File: config.mk
export PLATFORM = sky130hd
export DESIGN_NAME = crc_checked_attenuator_command_port_core
export DESIGN_NICKNAME = d
export VERILOG_FILES = /design/src/rtl/ccap_pkg.sv /design/src/rtl/ccap_seq.sv /design/src/rtl/ccap_datapath.sv /design/src/rtl/crc_checked_attenuator_command_port_core.sv
export SDC_FILE = /design/constraint.sdc
export NUM_CORES = 1
export LEC_CHECK = 0
export ABC_AREA = 1
export BUFFER_PORTS_ARGS = -buffer_cell sky130_fd_sc_hd__buf_2
export CAP_MARGIN = 20
export CORE_ASPECT_RATIO = 0.5
export CORE_MARGIN = 8
export CORE_UTILIZATION = 47
export DETAILED_ROUTE_END_ITERATION = 8
export REMOVE_ABC_BUFFERS = 1
export SETUP_SLACK_MARGIN = 0.3
export SYNTH_ARGS = -nofsm -noshare
export SYNTH_HDL_FRONTEND = slang
export SYNTH_SLANG_ARGS = --single-unit
File: constraint.sdc
create_clock -name clk -period 12.24 [get_ports clk]
set_input_delay 2.448 -clock clk [delete_from_list [all_inputs] [get_ports clk]]
set_output_delay 2.448 -clock clk [all_outputs]
set_load 0.005 [all_outputs]
File: src/rtl/ccap_pkg.sv
// Shared types, constants, CRC step and microcode table for the command port.
`timescale 1ns / 1ps

package ccap_pkg;

    localparam int PACKET_BYTES     = 20;
    localparam int BODY_BYTES       = 16;
    localparam int ATTEN_COUNT_DEF  = 4;
    localparam int IDX_W            = 5;
    localparam int STEP_W           = 3;

    localparam logic [15:0] CRC_POLY     = 16'h1021;
    localparam logic [31:0] LEVEL_RESET  = 32'd127;

    localparam logic [31:0] CMD_PING     = 32'd1;
    localparam logic [31:0] CMD_SET      = 32'd2;
    localparam logic [31:0] CMD_GET      = 32'd3;
    localparam logic [31:0] RSP_OK       = 32'd1;
    localparam logic [31:0] RSP_BAD_CRC  = 32'hFFFF_FFFE;
    localparam logic [31:0] RSP_UNKNOWN  = 32'hFFFF_FFFF;

    localparam logic [IDX_W-1:0] LAST_RX_POS   = IDX_W'(PACKET_BYTES - 1);
    localparam logic [IDX_W-1:0] LAST_BODY_IDX = IDX_W'(BODY_BYTES - 1);
    localparam logic [IDX_W-1:0] LAST_RSP_IDX  = IDX_W'(PACKET_BYTES - 1);

    // Branch conditions of a microcode word
    localparam logic [2:0] C_NEXT      = 3'd0;
    localparam logic [2:0] C_JUMP      = 3'd1;
    localparam logic [2:0] C_NOT_END   = 3'd2;
    localparam logic [2:0] C_NOT_WR    = 3'd3;
    localparam logic [2:0] C_BODY_MORE = 3'd4;
    localparam logic [2:0] C_RESP_MORE = 3'd5;

    // Program addresses
    localparam logic [STEP_W-1:0] S_ACCEPT = 3'd0;
    localparam logic [STEP_W-1:0] S_DECODE = 3'd1;
    localparam logic [STEP_W-1:0] S_WRITE  = 3'd2;
    localparam logic [STEP_W-1:0] S_CRC    = 3'd3;
    localparam logic [STEP_W-1:0] S_REWIND = 3'd4;
    localparam logic [STEP_W-1:0] S_EMIT   = 3'd5;
    localparam logic [STEP_W-1:0] S_DONE   = 3'd6;
    localparam logic [STEP_W-1:0] S_SPARE  = 3'd7;

    typedef struct packed {
        logic accept;
        logic decode;
        logic emit_wr;
        logic crc;
        logic clr_idx;
        logic emit_resp;
    } ctrl_t;

    typedef struct packed {
        logic pos_end;
        logic is_wr;
        logic body_more;
        logic resp_more;
        logic out_free;
    } stat_t;

    typedef struct packed {
        ctrl_t             act;
        logic [2:0]        cond;
        logic [STEP_W-1:0] target;
    } ucode_t;

    // CRC-16/XMODEM, one byte, MSB first
    function automatic logic [15:0] crc_step(input logic [15:0] crc, input logic [7:0] b);
        logic [15:0] c;
        c = crc ^ {b, 8'h00};
        for (int i = 0; i < 8; i++) begin
            if (c[15])
            begin
                c = {c[14:0], 1'b0} ^ CRC_POLY;
            end
            else
            begin
                c = {c[14:0], 1'b0};
            end
        end
        return c;
    endfunction

    function automatic ucode_t ucode(input logic [STEP_W-1:0] step);
        ucode_t w;
        w = '0;
        unique case (step)
            S_ACCEPT: begin w.act.accept = 1'b1;    w.cond = C_NOT_END;   w.target = S_ACCEPT; end
            S_DECODE: begin w.act.decode = 1'b1;    w.cond = C_NOT_WR;    w.target = S_CRC;    end
            S_WRITE:  begin w.act.emit_wr = 1'b1;   w.cond = C_NEXT;      w.target = S_CRC;    end
            S_CRC:    begin w.act.crc = 1'b1;       w.cond = C_BODY_MORE; w.target = S_CRC;    end
            S_REWIND: begin w.act.clr_idx = 1'b1;   w.cond = C_NEXT;      w.target = S_EMIT;   end
            S_EMIT:   begin w.act.emit_resp = 1'b1; w.cond = C_RESP_MORE; w.target = S_EMIT;   end
            S_DONE:   begin w.cond = C_JUMP;        w.target = S_ACCEPT;                       end
            S_SPARE:  begin w.cond = C_JUMP;        w.target = S_ACCEPT;                       end
        endcase
        return w;
    endfunction

endpackage

File: src/rtl/ccap_seq.sv
// Microcode sequencer: step counter, control ROM and branch logic.
`timescale 1ns / 1ps

module ccap_seq
(
    input  logic            clk,
    input  logic            rst_n,
    input  logic            in_valid,
    input  ccap_pkg::stat_t stat,
    output ccap_pkg::ctrl_t ctrl,
    output logic            in_stall
);
    import ccap_pkg::*;

    logic [STEP_W-1:0] step_reg;
    logic [STEP_W-1:0] step_next;
    ucode_t            word;
    logic              go;
    logic              taken;

    assign word = ucode(step_reg);

    // a step holds until its handshake can complete
    assign go = (!word.act.accept || in_valid)
              && (!(word.act.emit_wr || word.act.emit_resp) || stat.out_free);

    always_comb
    begin
        unique case (word.cond)
            C_NEXT:      taken = 1'b0;
            C_JUMP:      taken = 1'b1;
            C_NOT_END:   taken = !stat.pos_end;
            C_NOT_WR:    taken = !stat.is_wr;
            C_BODY_MORE: taken = stat.body_more;
            C_RESP_MORE: taken = stat.resp_more;
            default:     taken = 1'b1;
        endcase
    end

    always_comb
    begin
        priority if (!go)
        begin
            step_next = step_reg;
        end
        else if (taken)
        begin
            step_next = word.target;
        end
        else
        begin
            step_next = step_reg + STEP_W'(1);
        end
    end

    always_ff @(posedge clk or negedge rst_n)
    begin
        if (!rst_n)
        begin
            step_reg <= S_ACCEPT;
        end
        else
        begin
            step_reg <= step_next;
        end
    end

    assign ctrl     = go ? word.act : '0;
    assign in_stall = (step_reg != S_ACCEPT);

endmodule

File: src/rtl/ccap_datapath.sv
// Datapath: packet store, CRC registers, attenuator levels, response and output register.
`timescale 1ns / 1ps

module ccap_datapath
#(
    parameter int ATTENUATOR_COUNT = ccap_pkg::ATTEN_COUNT_DEF
)
(
    input  logic            clk,
    input  logic            rst_n,
    input  ccap_pkg::ctrl_t ctrl,
    output ccap_pkg::stat_t stat,
    input  logic [7:0]      rx_byte,
    output logic            out_valid,
    input  logic            out_stall,
    output logic            kind,
    output logic [7:0]      tx_byte,
    output logic            last,
    output logic [7:0]      atten_address,
    output logic [7:0]      atten_value
);
    import ccap_pkg::*;

    localparam int LVL_W = (ATTENUATOR_COUNT > 1) ? $clog2(ATTENUATOR_COUNT) : 1;

    logic [IDX_W-1:0] pos_reg;
    logic [7:0]       store_reg [PACKET_BYTES];
    logic [15:0]      crc_reg;
    logic [15:0]      rcrc_reg;
    logic [IDX_W-1:0] idx_reg;
    logic [31:0]      rcmd_reg;
    logic [31:0]      ra1_reg;
    logic [31:0]      level_reg [ATTENUATOR_COUNT];
    logic             out_valid_reg;

    logic [31:0]      cmd;
    logic [31:0]      a1;
    logic [31:0]      a2;
    logic [31:0]      chk;
    logic             crc_ok;
    logic             in_range;
    logic [LVL_W-1:0] lvl_idx;
    logic             set_ok;
    logic [31:0]      rcmd_next;
    logic [31:0]      ra1_next;
    logic [7:0]       rsp_byte;
    logic             load;

    assign cmd = {store_reg[3],  store_reg[2],  store_reg[1],  store_reg[0]};
    assign a1  = {store_reg[7],  store_reg[6],  store_reg[5],  store_reg[4]};
    assign a2  = {store_reg[11], store_reg[10], store_reg[9],  store_reg[8]};
    assign chk = {store_reg[19], store_reg[18], store_reg[17], store_reg[16]};

    assign crc_ok   = ({16'h0000, crc_reg} == chk);
    assign in_range = (a1 != 32'd0) && (a1 <= 32'(ATTENUATOR_COUNT));
    assign lvl_idx  = LVL_W'(a1 - 32'd1);
    assign set_ok   = crc_ok && (cmd == CMD_SET);

    always_comb
    begin
        ra1_next = 32'd0;
        priority if (!crc_ok)
        begin
            rcmd_next = RSP_BAD_CRC;
        end
        else if (cmd == CMD_PING || cmd == CMD_SET)
        begin
            rcmd_next = cmd;
            ra1_next  = RSP_OK;
        end
        else if (cmd == CMD_GET)
        begin
            rcmd_next = CMD_GET;
            if (in_range)
            begin
                ra1_next = level_reg[lvl_idx];
            end
        end
        else
        begin
            rcmd_next = RSP_UNKNOWN;
        end
    end

    // response packet: command, arg1, zeros, CRC in the low half of the checksum
    always_comb
    begin
        unique case (idx_reg)
            5'd0:    rsp_byte = rcmd_reg[7:0];
            5'd1:    rsp_byte = rcmd_reg[15:8];
            5'd2:    rsp_byte = rcmd_reg[23:16];
            5'd3:    rsp_byte = rcmd_reg[31:24];
            5'd4:    rsp_byte = ra1_reg[7:0];
            5'd5:    rsp_byte = ra1_reg[15:8];
            5'd6:    rsp_byte = ra1_reg[23:16];
            5'd7:    rsp_byte = ra1_reg[31:24];
            5'd16:   rsp_byte = rcrc_reg[7:0];
            5'd17:   rsp_byte = rcrc_reg[15:8];
            default: rsp_byte = 8'h00;
        endcase
    end

    assign load = ctrl.emit_wr || ctrl.emit_resp;

    always_ff @(posedge clk or negedge rst_n)
    begin
        if (!rst_n)
        begin
            pos_reg       <= '0;
            crc_reg       <= '0;
            out_valid_reg <= 1'b0;
            for (int i = 0; i < ATTENUATOR_COUNT; i++)
            begin
                level_reg[i] <= LEVEL_RESET;
            end
        end
        else
        begin
            if (ctrl.accept)
            begin
                pos_reg <= (pos_reg == LAST_RX_POS) ? '0 : pos_reg + IDX_W'(1);
                if (pos_reg < IDX_W'(BODY_BYTES))
                begin
                    crc_reg <= crc_step(crc_reg, rx_byte);
                end
            end
            else if (ctrl.decode)
            begin
                crc_reg <= '0;
            end
            if (ctrl.decode && set_ok && in_range)
            begin
                level_reg[lvl_idx] <= a2;
            end
            if (load)
            begin
                out_valid_reg <= 1'b1;
            end
            else if (!out_stall)
            begin
                out_valid_reg <= 1'b0;
            end
        end
    end

    // payload registers
    always_ff @(posedge clk)
    begin
        if (ctrl.accept)
        begin
            store_reg[pos_reg] <= rx_byte;
        end
        if (ctrl.decode)
        begin
            rcmd_reg <= rcmd_next;
            ra1_reg  <= ra1_next;
            rcrc_reg <= '0;
        end
        else if (ctrl.crc)
        begin
            rcrc_reg <= crc_step(rcrc_reg, rsp_byte);
        end
        if (ctrl.decode || ctrl.clr_idx)
        begin
            idx_reg <= '0;
        end
        else if (ctrl.crc || ctrl.emit_resp)
        begin
            idx_reg <= idx_reg + IDX_W'(1);
        end
        if (ctrl.emit_wr)
        begin
            kind          <= 1'b1;
            tx_byte       <= 8'h00;
            last          <= 1'b0;
            atten_address <= a1[7:0];
            atten_value   <= a2[7:0];
        end
        else if (ctrl.emit_resp)
        begin
            kind          <= 1'b0;
            tx_byte       <= rsp_byte;
            last          <= (idx_reg == LAST_RSP_IDX);
            atten_address <= 8'h00;
            atten_value   <= 8'h00;
        end
    end

    assign out_valid      = out_valid_reg;
    assign stat.pos_end   = (pos_reg == LAST_RX_POS);
    assign stat.is_wr     = set_ok;
    assign stat.body_more = (idx_reg != LAST_BODY_IDX);
    assign stat.resp_more = (idx_reg != LAST_RSP_IDX);
    assign stat.out_free  = !out_valid_reg || !out_stall;

endmodule

File: src/rtl/crc_checked_attenuator_command_port_core.sv
// Top level of the CRC-checked attenuator command port.
`timescale 1ns / 1ps

// Takes command bytes one per request and frames them into 20-byte little-endian
// packets (command, arg1..arg3, checksum); there is no resynchronization. A byte
// that does not end a packet is taken without a stall. The byte that ends a packet
// starts the microcode program, and rx requests stall until it returns: decode,
// an attenuator write result for a good set command, the response CRC at one
// byte per cycle over 16 response body bytes, one rewind step, 20 response bytes
// and a return step; the write result and response bytes also wait while the
// output side stalls. Results leave through a single output register, so one
// result can wait on the output while the sequencer prepares the next.
module crc_checked_attenuator_command_port_core
#(
    parameter int ATTENUATOR_COUNT = ccap_pkg::ATTEN_COUNT_DEF
)
(
    input  logic       clk,
    input  logic       rst_n,
    input  logic       in_valid,
    output logic       in_stall,
    input  logic [7:0] rx_byte,
    output logic       out_valid,
    input  logic       out_stall,
    output logic       kind,
    output logic [7:0] tx_byte,
    output logic       last,
    output logic [7:0] atten_address,
    output logic [7:0] atten_value
);
    import ccap_pkg::*;

    ctrl_t ctrl;
    stat_t stat;

    ccap_seq u_seq
    (
        .clk      (clk),
        .rst_n    (rst_n),
        .in_valid (in_valid),
        .stat     (stat),
        .ctrl     (ctrl),
        .in_stall (in_stall)
    );

    ccap_datapath
    #(
        .ATTENUATOR_COUNT (ATTENUATOR_COUNT)
    )
    u_datapath
    (
        .clk           (clk),
        .rst_n         (rst_n),
        .ctrl          (ctrl),
        .stat          (stat),
        .rx_byte       (rx_byte),
        .out_valid     (out_valid),
        .out_stall     (out_stall),
        .kind          (kind),
        .tx_byte       (tx_byte),
        .last          (last),
        .atten_address (atten_address),
        .atten_value   (atten_value)
    );

endmodule

==> results.json, run 1 <==
{
  "min_period_ns": 4.95,
  "syn_area_um2": 17300,
  "cts-root-buf": "clkbuf_16",
  "grtUsageTotal": 0.182,
  "drc": 0,
  "drive_gt1_frac": 0.0951,
  "clkLatencyLatePin_ns": 0.54,
  "fin_skew_ns": 0.0242,
  "start_util": 0.479,
  "boundaryPins": 40,
  "clock_sinks": 392,
  "antenna_found_initial": 0,
  "cts.path.max_buffers": 3,
  "ant_nets": 0,
  "ff2ff_setup_slack_ns": 8.24,
  "slew_headroom": 0.355,
  "grt_pass1_wl_um": 63100,
  "maxCapViolations": 0,
  "synthCells": 1770,
  "drt-pass1-iter-count": 5,
  "ys.flop_type": "edfxtp_1",
  "critPathKind": "input pin to flip-flop",
  "design.core.area_um2": 36000,
  "die_x_um": 287,
  "cp_data_required_time_ns": 12.68,
  "crit_chain": "buf_2, nand2_1, inv_1, o21ai_4, o21ai_4, nor3_4, buf_4, inv_2, nor2_8, nand3_4, o21ai_1",
  "synth_top_area_share": 0.362,
  "cellLeakagePower_nw": 7.72,
  "cpPeakStageDelay_ns": 0.63,
  "setup_violations": 0,
  "reg2reg_from": "u_seq.step_reg[1]",
  "synth_common_cells": "nand2_1 (374), nor2_1 (229), edfxtp_1 (208), inv_1 (149), o21ai_1 (129)",
  "diodes": 0,
  "nNetsFinal": 1810,
  "period_share": 0.404,
  "outcome": "complete, no violations",
  "cp_slowest_cell": "buf_4",
  "grt_max_degree": 78,
  "worstPathMaxFanout": 65,
  "cpMostUsedCell": "o21ai_4",
  "postSynthAreaPerCell_um2": 9.76,
  "crit_path_end_kind": "flip-flop",
  "cts_tree": "built",
  "crit_buf_inv": 4,
  "dieArea_um2": 43500,
  "wire_per_inst_um": 17.3,
  "hold_viol": 0,
  "cts.repair_timing.setup_buffer_count": 0,
  "power.density_nw_per_um2": 206,
  "clock.fmax_ghz": 0.202,
  "synth_edf_count": 208,
  "area_growth_pct": 10.4,
  "synthTopCellsByArea": "edfxtp_1 (36%), dfrtp_1 (18%), nand2_1 (8.1%), nor2_1 (5.0%), dfstp_2 (4.3%)",
  "synth.largest_area_cell": "edfxtp_1",
  "hold_depth": 2,
  "place_congestion": 0.798,
  "grt_pass1_vias": 11200,
  "instances_no_fill": 2293,
  "r2r-end": "u_datapath.level_reg[113]",
  "dp_hpwl_um": 24100,
  "rows": 49,
  "hold_buffers": 0,
  "dieHeight_um": 152,
  "rsz0062_at_grt": "false",
  "vias": 12000,
  "min_path_type": "flip-flop to flip-flop",
  "synth-seq-area-share": 0.621,
  "drt-initial-drc-count": 1026,
  "yosys.cell_count.top_type": "nand2_1",
  "clk_pin_slew_ns": 0.07,
  "tightest_slew_ns": 0.968,
  "post_drt_via_cell_ratio": 5.25,
  "globalRoute.totalOverflow": 0,
  "r2r_cells": 12,
  "async_flop_share": 0.390,
  "postCtsResizedCells": 0,
  "ys_ff_latch": 392,
  "placed_cells_incl_taps": 2226,
  "cts_buffers": 36,
  "numPortBuffers": 39,
  "arrival_ns": 5.38,
  "finalMaxSlewViolations": 0,
  "cts_max_level": 2,
  "holdPathEnd": "u_datapath.kind",
  "yosysWarningCount": 0,
  "cp_top_family": "buffers and inverters",
  "tns_ns": 0,
  "start_kind": "input pin",
  "drt_wl_total_um": 39600,
  "hold_start": "u_datapath.kind",
  "ir_drop_mv": 0.147,
  "synth_cell_type_count": 45
}
[layer usage]
metal	share of wire	routed length, um	GRT usage	vias up
met2	0.43	17000	0.276	242
met4	0.015	612	0.0413	0
met1	0.50	19600	0.268	5788
met5	0	0	0	-
met3	0.059	2350	0.0369	53
li1	-	-	-	5950
[power breakdown]
part	leakage, nW	switching [mW]	internal [mW]
combinational	2.99	0.703	0.325
sequential	4.10	0.0988	1.58
clock	0.629	0.499	0.719
total	7.72	1.30	2.62
[placed cells by master (no fill, tap or decap), types with 8 or more instances in the layout]
cell type and n:
edfxtp_1 208, nor2_1 228, dfrtp_1 125, nand3_1 99, inv_2 13, o211ai_1 8
dfxtp_1 31, nor3_1 9, nor2_2 9, ha_1 17, xor2_1 13, nand4_1 27
o21ai_0 115, dfstp_2 28, o22ai_1 17, inv_1 148, buf_4 14, clkbuf_1 8
xnor2_1 21, buf_2 38, o21ai_1 129, clkbuf_16 41, nand2_1 374, a211oi_1 33
[kinds of logic after synthesis]
group / after synthesis / share of synthesized area
buf+inv: 242 / 0.0598
xor+xnor: 34 / 0.0172
flops: 392 / 0.621
compound gates: 317 / 0.102
simple gates: 768 / 0.188
fa+ha+maj: 17 / 0.0123
[tightest hold or removal path, cell delays in order (launching register included)]
cell and delay (ns):
dfxtp_1 0.32, nand2_1 0.05, nand2_1 0.04
[how the worst max path moves through the flow]
| stage | startpoint | to | depth (start not counted) |
|---|---|---|---|
| final | out_stall | u_datapath.level_reg[113] | 11 |
| after global routing | out_stall | u_datapath.level_reg[114] | 12 |
| after CTS | out_stall | u_datapath.level_reg[64] | 11 |
| after detailed placement | out_stall | u_datapath.level_reg[74] | 12 |
| after global placement | out_stall | u_datapath.level_reg[8] | 12 |
| after floorplan | out_stall | u_datapath.level_reg[103] | 10 |
[cell type report]
class	instances	area (um^2)
inverter	161	604
timing repair buffer	54	322
tap	484	606
clock buffer	53	1110
sequential	392	10700
clock inverter	13	175
fill	3319	17000
multi-input combinational	1136	5520
[stage by stage]
step / util / power (mW) / hold WS, ns / area, um^2 / setup slack, ns
after floorplan: - / 2.41 / 0.442 / 16800 / 6.37
after global placement: 0.493 / 2.72 / 0.424 / 17800 / 6.82
after detailed placement: 0.493 / 2.73 / 0.433 / 17800 / 6.77
after CTS: 0.528 / 3.95 / 0.450 / 19000 / 7.31
after global routing: 0.529 / 4.17 / 0.475 / 19100 / 6.96
final: 0.529 / 3.92 / 0.443 / 19100 / 7.29
No activity file was read; power rests on OpenSTA's default activity.
==> run 2: changes to the inputs <==
Settings changed: PLACE_DENSITY set to 0.65.
Clock period 12.24 ns to 4.46 ns, I/O delays scaled along.
==> run 2 against run 1 <==
- first-iteration DRC count rose by 2.9%
- register-to-register slack got worse by 7.4 ns
- sequential cell count did not move
- core utilization fell by 0.30 points
- non-clock buffer count rose by 1
- global-route usage fell by 0.35 points
- count of clock-buffer cells in the layout did not move
- cell area fell by 0.56%
- combinational power rose to 2.7 times the previous value
- critical path type is now flip-flop to flip-flop
- highest routed layer unchanged
==> results.json, run 2 (synthesis gave the netlist of run 1 again) <==
{
  "cpPeakStageDelay_ns": 0.78,
  "min_period_ns": 3.67,
  "crit_chain": "inv_1, ha_1, nand2_2, inv_2, o21ai_4, o21ai_4, nor2_1, nand2_1, nor2_1",
  "grt_max_degree": 79,
  "nNetsFinal": 1812,
  "cp_slowest_cell": "nor2_1",
  "nFillCells": 3256,
  "diodes": 0,
  "period_share": 0.823,
  "vias": 12100,
  "cts.repair_timing.setup_buffer_count": 0,
  "postCtsResizedCells": 0,
  "clkLatencyLatePin_ns": 0.53,
  "dpl_cell_area_um2": 17800,
  "slew_headroom": 0.317,
  "cts.path.max_buffers": 3,
  "place_congestion": 0.835,
  "globalRoute.totalOverflow": 0,
  "multi_input_area_um2": 5520,
  "fin_skew_ns": 0.0182,
  "ir_drop_mv": 0.373,
  "drt-pass1-iter-count": 5,
  "dieHeight_um": 152,
  "clock.fmax_ghz": 0.272,
  "dieArea_um2": 43500,
  "maxCapViolations": 0,
  "rows": 49,
  "finalMaxSlewViolations": 0,
  "arrival_ns": 3.82,
  "area_growth_pct": 9.75,
  "tightest_slew_ns": 1.02,
  "design.core.area_um2": 36000,
  "grt_pass1_vias": 11300,
  "placed_cells_incl_taps": 2228,
  "worstPathMaxFanout": 11,
  "drt_wl_total_um": 39000,
  "grt_pass1_wl_um": 61900,
  "seq_area_um2": 10700,
  "stdcell_area_um2": 19000,
  "drive_gt1_frac": 0.0944,
  "p_total_mw": 10.5,
  "cts-root-buf": "clkbuf_16",
  "crit_buf_inv": 2,
  "grtUsageTotal": 0.178,
  "tns_ns": 0,
  "outcome": "complete, no violations",
  "cts_tree": "built",
  "boundaryPins": 40,
  "crit_path_end_kind": "flip-flop",
  "cts_buffers": 37,
  "hold_viol": 0,
  "wire_per_inst_um": 17.0,
  "power.density_nw_per_um2": 554,
  "setup_violations": 0,
  "hold_buffers": 0,
  "final_cell_mix": "nand2_1 (374), nor2_1 (228), edfxtp_1 (208)",
  "crit_path_start": "u_seq.step_reg[1]",
  "clock_sinks": 392,
  "fin_ws_ns": 0.790,
  "pre_cts_ws_ns": 0.827,
  "ant_nets": 0,
  "cp_top_family": "simple AND/OR/NAND/NOR gates",
  "antenna_found_initial": 0,
  "cp_data_required_time_ns": 4.61,
  "start_kind": "flip-flop",
  "mostFrequentLayoutCell": "nand2_1",
  "post_drt_via_cell_ratio": 5.27,
  "fin_hold_ws_ns": 0.395,
  "clk_pin_slew_ns": 0.07,
  "die_x_um": 287,
  "drc": 0,
  "min_path_type": "input pin to asynchronous set/reset pin",
  "numPortBuffers": 39,
  "cellLeakagePower_nw": 7.66,
  "cts_max_level": 2,
  "critPathKind": "flip-flop to flip-flop",
  "start_util": 0.479,
  "instances_no_fill": 2295,
  "dp_hpwl_um": 23600,
  "reg2reg_from": "u_seq.step_reg[1]",
  "utilization": 0.526,
  "rsz0062_at_grt": "false",
  "drt-initial-drc-count": 1056
}
## run 2: changes by cell type in the layout (fill, tap and decap cells not counted), moves of 2 or more
cell       before  now
clkbuf_1        8   13
clkbuf_16      41   37
clkbuf_8        4    2
clkinv_1        4    2
clkinv_2        3    5
## run 2: metal layers
| metal | track usage | part of all wire | up-vias |
|---|---|---|---|
| li1 | - | - | 5970 |
| met1 | 0.253 | 0.48 | 5764 |
| met2 | 0.285 | 0.45 | 300 |
| met3 | 0.0317 | 0.056 | 59 |
| met4 | 0.0438 | 0.016 | 0 |
| met5 | 0 | 0 | - |
## run 2: path summary, 6_finish.rpt
check / endpoint / slack, ns / cells after the start
min in group clk: u_datapath.kind / 0.44 / 2
worst min-delay path: u_datapath.crc_reg[13] / 0.39 / 1
worst min register to register: u_datapath.kind / 0.44 / 2
worst max-delay path: u_datapath.store_reg[11][5] / 0.79 / 9
worst max register to register: u_datapath.store_reg[11][5] / 0.79 / 9
max in group asynchronous: u_datapath.level_reg[47] / 3.17 / 2
## run 2: layout make-up
type	instances	share of cell area
Sequential cell	392	0.566
Multi-Input combinational cell	1136	0.291
Clock buffer	53	0.0533
Tap cell	484	0.0319
Inverter	161	0.0319
Timing Repair Buffer	55	0.0176
Clock inverter	14	0.00825
## run 2: power breakdown
group          switching, mW  internal, mW  leakage (nW)
Combinational           1.92         0.886          2.99
Sequential             0.272          4.33          4.10
Clock                   1.34          1.76         0.569
Total                   3.53          6.98          7.66
==> run 3: changes to the inputs <==
Settings changed: PLACE_DENSITY 0.65 to unset.
Clock period 4.46 ns to 3.4 ns, I/O delays scaled along.
==> run 3 against run 2 <==
- power rose by 32%
- sequential share of layout area fell by 0.85 points
- critical path depth rose by 4
- final cell count rose by 1.5%
- first-iteration DRC count fell by 3.6%
- global-route usage rose by 0.93 points
- sequential power rose by 31%
- clock skew fell by 0.0051 ns
- critical path type unchanged
==> results.json, run 3 (synthesis gave the netlist of run 1 again) <==
{
  "nFillCells": 3260,
  "globalRoute.totalOverflow": 0,
  "dieArea_um2": 43500,
  "drt_wl_total_um": 40500,
  "cts_tree": "built",
  "nNetsFinal": 1846,
  "final_cell_mix": "nand2_1 (374), nor2_1 (227), edfxtp_1 (208)",
  "maxCapViolations": 0,
  "cellLeakagePower_nw": 7.86,
  "rsz0062_at_grt": "false",
  "placed_cells_incl_taps": 2262,
  "drt-initial-drc-count": 1018,
  "fin_skew_ns": 0.0131,
  "grt_max_degree": 82,
  "arrival_ns": 3.20,
  "worstPathMaxFanout": 40,
  "numPortBuffers": 39,
  "drive_gt1_frac": 0.112,
  "finalMaxSlewViolations": 0,
  "cp_data_required_time_ns": 3.80,
  "postCtsResizedCells": 0,
  "die_x_um": 287,
  "design.core.area_um2": 36000,
  "wire_per_inst_um": 17.4,
  "clk_pin_slew_ns": 0.06,
  "clkLatencyLatePin_ns": 0.53,
  "clock_sinks": 392,
  "ant_nets": 0,
  "instances_no_fill": 2329,
  "area_growth_pct": 11.4,
  "post_drt_via_cell_ratio": 5.18,
  "boundaryPins": 40,
  "setup_violations": 0,
  "rows": 49,
  "grtUsageTotal": 0.188,
  "hold_buffers": 0,
  "dp_hpwl_um": 24800,
  "drc": 0,
  "cts.path.max_buffers": 3,
  "fin_hold_ws_ns": 0.173,
  "slew_headroom": 0.457,
  "start_kind": "flip-flop",
  "place_congestion": 0.795,
  "grt_pass1_wl_um": 64700,
  "power.density_nw_per_um2": 722,
  "cts-root-buf": "clkbuf_16",
  "drt-pass1-iter-count": 5,
  "cts_max_level": 2,
  "crit_path_end_kind": "flip-flop",
  "mostFrequentLayoutCell": "nand2_1",
  "grt_pass1_vias": 11500,
  "min_period_ns": 2.80,
  "hold_viol": 0,
  "period_share": 0.822,
  "cts_buffers": 37,
  "ir_drop_mv": 0.475,
  "clock.fmax_ghz": 0.358,
  "diodes": 0,
  "dieHeight_um": 152,
  "tightest_slew_ns": 0.814,
  "min_path_type": "input pin to asynchronous set/reset pin",
  "critPathKind": "flip-flop to flip-flop",
  "vias": 12100,
  "start_util": 0.479,
  "outcome": "complete, no violations",
  "antenna_found_initial": 1,
  "cts.repair_timing.setup_buffer_count": 0
}
-- run 3: cell count changes in the layout (fill, tap and decap cells not counted) --
cell	before	now
bufinv_16	3	4
nor2_1	228	227
clkbuf_1	13	8
buf_4	15	48
buf_12	1	2
clkinv_2	5	7
nor2_2	9	10
clkinv_1	2	6
clkinv_4	1	0
clkbuf_4	1	0
-- run 3: worst max-delay path: stages, from the launching register on --
cell and delay (ns):
dfrtp_1 0.46, inv_1 0.11, ha_1 0.24, nand2_2 0.15
inv_2 0.10, o21ai_4 0.17, o21ai_4 0.12, nor3_4 0.15
inv_2 0.14, nor2_8 0.21, nand3_4 0.33, buf_12 0.32
nand2_1 0.08, o21ai_1 0.06
-- run 3: path summary, 6_finish.rpt --
| kind | from | end | slack (ns) | cells after the start |
|---|---|---|---|---|
| worst max register to register | u_seq.step_reg[1] | u_datapath.level_reg[63] | 0.60 | 13 |
| min in group clk | out_stall | u_datapath.out_valid | 0.39 | 3 |
| worst min register to register | u_datapath.kind | u_datapath.kind | 0.44 | 2 |
| max in group asynchronous | rst_n | u_datapath.level_reg[33] | 2.36 | 2 |
| worst max-delay path | u_seq.step_reg[1] | u_datapath.level_reg[63] | 0.60 | 13 |
| worst min-delay path | rst_n | u_datapath.crc_reg[0] | 0.17 | 1 |
-- run 3: final cells by class --
type	instances	area, um^2	area share
Inverter	161	604	0.0314
Multi-Input combinational cell	1136	5520	0.287
Clock inverter	20	203	0.0105
Tap cell	484	606	0.0315
Clock buffer	47	983	0.0511
Sequential cell	392	10700	0.557
Timing Repair Buffer	89	602	0.0313
-- run 3: metrics by stage --
stage | instance area, um^2 | setup WS (ns) | util | setup TNS [ns] | total power, mW
4_1_cts | 19200 | 0.514 | 0.534 | 0 | 14.0
5_1_grt | 19200 | 0.349 | 0.534 | 0 | 14.8
3_5_place_dp | 18100 | 0.530 | 0.501 | 0 | 9.85
2_1_floorplan | 16800 | -1.37 | - | -220.01 | 8.66
6_report | 19200 | 0.605 | 0.534 | 0 | 13.9
3_3_place_gp | 18100 | 0.616 | 0.501 | 0 | 9.82
-- run 3: layer usage --
layer / vias up / wire length, um / global-route usage
met3: 50 / 2260 / 0.0393
li1: 6027 / - / -
met4: 0 / 649 / 0.0423
met5: - / 0 / 0
met1: 5738 / 19900 / 0.269
met2: 246 / 17700 / 0.293
-- run 3: report_power, final --
group	switching, mW	total (mW)	leakage (nW)	internal [mW]
combinational	2.52	3.73	3.17	1.21
clock	1.78	4.14	0.582	2.36
sequential	0.347	6.03	4.10	5.68
